$ cat config.mk
export PLATFORM = sky130hd
export DESIGN_NAME = uart_rx_8n1_with_fifo
export DESIGN_NICKNAME = d
export VERILOG_FILES = /design/src/rtl/core/urx_pkg.sv /design/src/rtl/core/urx_frame.sv /design/src/rtl/core/urx_fifo.sv /design/src/rtl/core/uart_rx_8n1_with_fifo.sv
export SDC_FILE = /design/constraint.sdc
export NUM_CORES = 1
export LEC_CHECK = 0
export ABC_AREA = 0
export BUFFER_PORTS_ARGS = -buffer_cell sky130_fd_sc_hd__buf_2
export CORE_ASPECT_RATIO = 1.2
export CORE_MARGIN = 2
export CORE_UTILIZATION = 40
export CTS_CLUSTER_DIAMETER = 50
export CTS_CLUSTER_SIZE = 30
export DETAILED_ROUTE_END_ITERATION = 7
export PLACE_DENSITY = 0.6
export SYNTH_ARGS = -nofsm -noshare
export SYNTH_HDL_FRONTEND = slang
export SYNTH_SLANG_ARGS = --single-unit
$ cat constraint.sdc
create_clock -name clock -period 11 [get_ports clock]
set_input_delay 2.2 -clock clock [delete_from_list [all_inputs] [get_ports clock]]
set_output_delay 2.2 -clock clock [all_outputs]
set_load 0.02 [all_outputs]
$ cat src/rtl/core/urx_pkg.sv
package urx_pkg;

   localparam int FifoDepth = 16;
   localparam int AddrW     = $clog2(FifoDepth);
   localparam int PtrW      = AddrW + 1;
   localparam int TpbW      = 10;
   localparam int FillW     = 5;

   localparam logic [TpbW-1:0] TpbReset = 10'd38;

   localparam logic [3:0] PhaseStart = 4'd0;
   localparam logic [3:0] PhaseStop  = 4'd9;

   typedef struct packed {
      logic kind;
      logic line_level;
   } req_type;

   typedef struct packed {
      logic             byte_valid;
      logic [7:0]       byte_out;
      logic [FillW-1:0] fill_count;
      logic             framing_error;
      logic             overflow;
   } rsp_type;

   // stop bit sampled on this tick
   typedef struct packed {
      logic       done;
      logic       level;
      logic [7:0] data;
   } frm_evt_type;

   typedef struct packed {
      logic             byte_valid;
      logic [FillW-1:0] fill_count;
      logic             framing_error;
      logic             overflow;
   } fifo_sts_type;

endpackage

$ cat src/rtl/core/urx_frame.sv
module urx_frame (
   input  logic                      clock,
   input  logic                      reset,
   input  logic                      tick_en,
   input  logic                      line_level,
   input  logic [urx_pkg::TpbW-1:0]  tpb,
   output urx_pkg::frm_evt_type      evt
);
   import urx_pkg::*;

   logic            busy_ff,  busy_in;
   logic [3:0]      bit_ff,   bit_in;
   logic [7:0]      shift_ff, shift_in;
   logic [TpbW-1:0] tick_ff,  tick_in;
   logic [TpbW-1:0] wait_len;
   logic [TpbW-1:0] tick_nxt;
   logic            hit;

   always_comb begin
      wait_len = (bit_ff == PhaseStart) ? {1'b0, tpb[TpbW-1:1]} : tpb;
      tick_nxt = tick_ff + {{(TpbW-1){1'b0}}, 1'b1};
      hit      = tick_nxt >= wait_len;
      busy_in  = busy_ff;
      bit_in   = bit_ff;
      shift_in = shift_ff;
      tick_in  = tick_ff;
      evt      = '{done: 1'b0, level: line_level, data: shift_ff};
      if (tick_en) begin
         if (!busy_ff) begin
            if (!line_level) begin
               busy_in  = 1'b1;
               bit_in   = PhaseStart;
               shift_in = 8'd0;
               tick_in  = '0;
            end
         end else if (hit) begin
            tick_in = '0;
            if (bit_ff == PhaseStart) begin
               bit_in = 4'd1;
            end else if (bit_ff < PhaseStop) begin
               shift_in = {line_level, shift_ff[7:1]};
               bit_in   = bit_ff + 4'd1;
            end else begin
               evt.done = 1'b1;
               busy_in  = 1'b0;
               bit_in   = PhaseStart;
            end
         end else begin
            tick_in = tick_nxt;
         end
      end
   end

   always_ff @(posedge clock) begin
      if (reset) begin
         busy_ff  <= 1'b0;
         bit_ff   <= PhaseStart;
         shift_ff <= 8'd0;
         tick_ff  <= '0;
      end else begin
         busy_ff  <= busy_in;
         bit_ff   <= bit_in;
         shift_ff <= shift_in;
         tick_ff  <= tick_in;
      end
   end

endmodule

$ cat src/rtl/core/urx_fifo.sv
module urx_fifo (
   input  logic                  clock,
   input  logic                  reset,
   input  logic                  accept,
   input  logic                  pop,
   input  urx_pkg::frm_evt_type  evt,
   output urx_pkg::fifo_sts_type sts,
   output logic [7:0]            byte_ff
);
   import urx_pkg::*;

   logic [7:0]      mem [FifoDepth];
   logic [PtrW-1:0] wr_ff, wr_in;
   logic [PtrW-1:0] rd_ff, rd_in;
   logic [PtrW-1:0] fill_now, fill_nxt;
   logic            pop_ok, push_ok;

   always_comb begin
      fill_now  = wr_ff - rd_ff;
      pop_ok    = pop && (fill_now != '0);
      push_ok   = evt.done && evt.level && (fill_now < PtrW'(FifoDepth));
      wr_in     = push_ok ? wr_ff + {{(PtrW-1){1'b0}}, 1'b1} : wr_ff;
      rd_in     = pop_ok  ? rd_ff + {{(PtrW-1){1'b0}}, 1'b1} : rd_ff;
      fill_nxt  = wr_in - rd_in;
      sts.byte_valid    = pop_ok;
      sts.fill_count    = FillW'(fill_nxt);
      sts.framing_error = evt.done && !evt.level;
      sts.overflow      = evt.done && evt.level && !push_ok;
   end

   always_ff @(posedge clock) begin
      if (reset) begin
         wr_ff <= '0;
         rd_ff <= '0;
      end else begin
         wr_ff <= wr_in;
         rd_ff <= rd_in;
      end
   end

   always_ff @(posedge clock) begin
      if (push_ok) begin
         mem[wr_ff[AddrW-1:0]] <= evt.data;
      end
   end

   always_ff @(posedge clock) begin
      if (pop_ok) begin
         byte_ff <= mem[rd_ff[AddrW-1:0]];
      end else if (accept) begin
         byte_ff <= 8'd0;
      end
   end

endmodule

$ cat src/rtl/core/uart_rx_8n1_with_fifo.sv
// channel   dir  payload         handshake
// req       in   req_type        req_valid / req_stall
// rsp       out  rsp_type        rsp_valid / rsp_stall
// csr       in   ticks_per_bit   csr_wr_en / csr_wr_data
//
// One request per cycle while req_stall is low; its response is registered into the output register in the next cycle.
// The receiver/FIFO update feeding that register is combinational.
// Synchronous reset: receiver idle, FIFO empty, ticks_per_bit = 38.
// req_stall is high only while a response is held and rsp_stall is high.
module uart_rx_8n1_with_fifo (
   input  logic                     clock,
   input  logic                     reset,
   input  logic                     req_valid,
   output logic                     req_stall,
   input  urx_pkg::req_type         req_data,
   output logic                     rsp_valid,
   input  logic                     rsp_stall,
   output urx_pkg::rsp_type         rsp_data,
   input  logic                     csr_wr_en,
   input  logic [urx_pkg::TpbW-1:0] csr_wr_data
);
   import urx_pkg::*;

   logic            accept;
   logic [TpbW-1:0] tpb_ff;
   logic            vld_ff, vld_in;
   frm_evt_type     evt;
   fifo_sts_type    sts;
   fifo_sts_type    sts_ff;
   logic [7:0]      byte_ff;

   assign req_stall = vld_ff && rsp_stall;
   assign accept    = req_valid && !req_stall;
   assign vld_in    = accept || (vld_ff && rsp_stall);

   urx_frame u_frame (
      .clock      (clock),
      .reset      (reset),
      .tick_en    (accept && !req_data.kind),
      .line_level (req_data.line_level),
      .tpb        (tpb_ff),
      .evt        (evt)
   );

   urx_fifo u_fifo (
      .clock   (clock),
      .reset   (reset),
      .accept  (accept),
      .pop     (accept && req_data.kind),
      .evt     (evt),
      .sts     (sts),
      .byte_ff (byte_ff)
   );

   always_ff @(posedge clock) begin
      if (reset) begin
         tpb_ff <= TpbReset;
         vld_ff <= 1'b0;
      end else begin
         if (csr_wr_en) begin
            tpb_ff <= csr_wr_data;
         end
         vld_ff <= vld_in;
      end
   end

   always_ff @(posedge clock) begin
      if (accept) begin
         sts_ff <= sts;
      end
   end

   assign rsp_valid              = vld_ff;
   assign rsp_data.byte_valid    = sts_ff.byte_valid;
   assign rsp_data.byte_out      = byte_ff;
   assign rsp_data.fill_count    = sts_ff.fill_count;
   assign rsp_data.framing_error = sts_ff.framing_error;
   assign rsp_data.overflow      = sts_ff.overflow;

`ifndef NO_ASSERTIONS
   a_fill_bound: assert property (@(posedge clock) disable iff (reset)
      rsp_valid |-> (rsp_data.fill_count <= FillW'(FifoDepth)))
      else $error("fill count above depth");

   a_err_excl: assert property (@(posedge clock) disable iff (reset)
      rsp_valid |-> !(rsp_data.framing_error && rsp_data.overflow))
      else $error("framing error and overflow together");

   a_tick_no_byte: assert property (@(posedge clock) disable iff (reset)
      (accept && !req_data.kind) |=> (rsp_valid && !rsp_data.byte_valid
                                      && rsp_data.byte_out == 8'd0))
      else $error("tick returned a byte");

   a_pop_no_err: assert property (@(posedge clock) disable iff (reset)
      (accept && req_data.kind) |=> (!rsp_data.framing_error && !rsp_data.overflow))
      else $error("pop flagged a receive error");
`endif

endmodule

==> impl_metrics.toml <==
[outcome]
status = "completed"

[timing]
max_freq_mhz = 208
finalSetupViolations = 0
hold_viol_final = 0
fin_ws_ps = 6200
finalMaxSlewViolations = 0
rsz0062_at_grt = "false"
setup_tns_ps = 0
maxSlewHeadroom = 0.275
post-route-min-period_ps = 4800
tightest_slew_ps = 1080
finClkSkew_ps = 10.7
timing.final.crit_share = 0.436

[yosys]
ys_warn_count = 0
netlist_instances = 541
syn_avg_cell_area_um2 = 15.2
synth_cell_types = 56
synth.top_cell.area_share = 0.527
async_flop_share = 0
synth-seq-cells = 188
ys.flop_type = "edfxtp_1"
yosysSeqAreaShare = 0.635
synthMostInstantiatedCell = "edfxtp_1"
syn_area_mm2 = 0.00820
yosysTopAreaCell = "edfxtp_1"
synthTopCellsByArea = "edfxtp_1 53%, mux4_2 11%, dfxtp_1 11%, ha_1 4.0%, mux2i_1 2.1%"
synth_common_cells = "144 x edfxtp_1, 45 x nor2_1, 44 x dfxtp_1"
syn_nets = 586
synth_edf_count = 144

[cts]
post_cts_resized = 0
postCtsSetupBuffers = 0
clk_latency_ps = 430
postCtsHoldBufs = 0
cts.sinks = 188
cts_buffer_depth = 2
cts_buffers = 17
htree_num_levels = 4
clk_pin_slew_ps = 60
cts_root_buf = "clkbuf_16"
cts_tree = "done"

[cells_and_area]
areaGrowthSynthToFinish_pct = 12.2
fin_cells = 853
drive_above_1_share = 0.223
fillers = 1721
nets = 621
multi_input_area_mm2 = 0.00281
antennaDiodeCount = 0
final_util = 0.456
seq_area_mm2 = 0.00521

[die]
pin_count = 35
core_mm2 = 0.0202
die_h_um = 161
die_area_mm2 = 0.0217
initial_core_util = 0.406
num_rows = 57
die_x_um = 135

[power_and_ir_drop]
p_switching_uw = 347
max-vdd-ir-drop_mv = 0.111
leakage_nw = 3.29
p_int_mw = 1.16
combPwrFrac = 0.091
seqPwrFrac = 0.513
clockPowerShare = 0.397
p_sw_frac = 0.230
power_mw = 1.51
powerDensity_mw_per_mm2 = 164

[setup_path]
required_ps = 8800
rr_startpoint = "u_fifo.rd_ff[0]"
cp_max_fo = 2
r2r_cells = 15
end_kind = "output port"
arrival_ps = 2600
setup.worst_path.start = "rsp_stall"
critPathKind = "input port to output port"
cp-start-kind = "input port"

[worst_hold_path]
min_path_type = "flip-flop to flip-flop"
hp-start = "u_frame.tick_ff[5]"
hold_depth = 2

[global_routing]
grt_pass1_vias = 4695
grtUsageTotal = 0.159
busiest_layer = "met2"
grt_use_met3 = 0.0382
antenna_found_initial = 0
use_met1 = 0.197
gr-total-overflow = 0
grt_pass1_wl_mm = 25.7
use_met2 = 0.272
grt_max_degree = 47

[detailed_routing]
route.detailed.wl_per_inst_um = 18.9
drtAntennaViolNets = 0
viasPerCell = 5.36
wirelength_mm = 16.1
drtIter0Drc = 397
vias = 4574
drc = 0
drtPass1Iterations = 4

[placed_design]
dpl.hpwl_mm = 10.8
io_buffers = 34
dpl.cell_count = 822
dp_slack_ps = 5880
routabilityCongestion = 0.778

[run]
max-cap-violations = 0
## path summary, 6_finish.rpt
check             slack, ps                  to
setup / recovery       6200           req_stall
hold / removal          500  u_frame.tick_ff[5]
setup reg to reg       6250         rsp_data[6]
hold reg to reg         500  u_frame.tick_ff[5]
## power by group through the flow
stage / registers (mW) / logic (mW) / clock network, mW
2_1_floorplan: 0.799 / 0.0939 / 0
3_3_place_gp: 0.789 / 0.137 / 0
3_5_place_dp: 0.789 / 0.138 / 0
4_1_cts: 0.774 / 0.139 / 0.610
5_1_grt: 0.775 / 0.151 / 0.638
6_report: 0.774 / 0.137 / 0.599
## metal layers
layer / wire length, µm / up-vias / share of wire
li1: - / 2133 / -
met1: 6910 / 2339 / 0.43
met2: 8370 / 84 / 0.52
met3: 573 / 18 / 0.036
met4: 243 / 0 / 0.015
met5: 0 / - / 0
## stage by stage
stage	hold WS, ps	instance area, µm²
final	500	9200
after global routing	530	9200
after CTS	502	9200
after detailed placement	493	8630
after global placement	480	8630
after floorplan	452	8200
## registers in the layout, summed over array words and instances (netlist names)
signal and cells:
tpb_ff 10, u_fifo.mem 128, u_frame.tick_ff 10, u_fifo.rd_ff 5, u_frame.shift_ff 8, rsp_data 8
u_fifo.wr_ff 5, u_frame.bit_ff 4, u_frame.busy_ff 1, u_fifo.byte_ff 8, rsp_valid 1
## final cells by class
cell class,instances,share of cell area
flip-flops and latches,188,0.566
multi-input cells,311,0.306
clock buffers,18,0.0466
well taps,265,0.0360
repair buffers,39,0.0226
clock inverters,13,0.0152
inverters,19,0.00775
## cell usage in the layout, fill, tap and decap left out, types with 6 or more instances in the layout
master     count
nand2b_1      13
inv_1         18
nor2_1        45
mux2i_1       17
o22ai_1        7
xor2_1         7
a21oi_1       14
mux4_2        40
or2_2          8
xnor2_1       11
nor3_1        10
clkbuf_16     17
o21ai_0        9
dfxtp_1       43
ha_1          26
nor2b_1       19
edfxtp_1     144
nand2_1       17
buf_2         34
nand3_1        6
## logic make-up after synthesis
kind of cell | count (synthesis) | synth area share
DFF | 188 | 0.635
and+or+nand+nor | 146 | 0.0920
AOI/OAI and AO/OA | 61 | 0.0554
muxes | 58 | 0.132
buffers and inverters | 42 | 0.0218
adders and majority gates | 28 | 0.0446
xor gates and xnor gates | 18 | 0.0192
## critical path: stages
cell	delay, ps
buf_2	100
and2_1	140
buf_2	160
(Power assumes the default switching activity.)
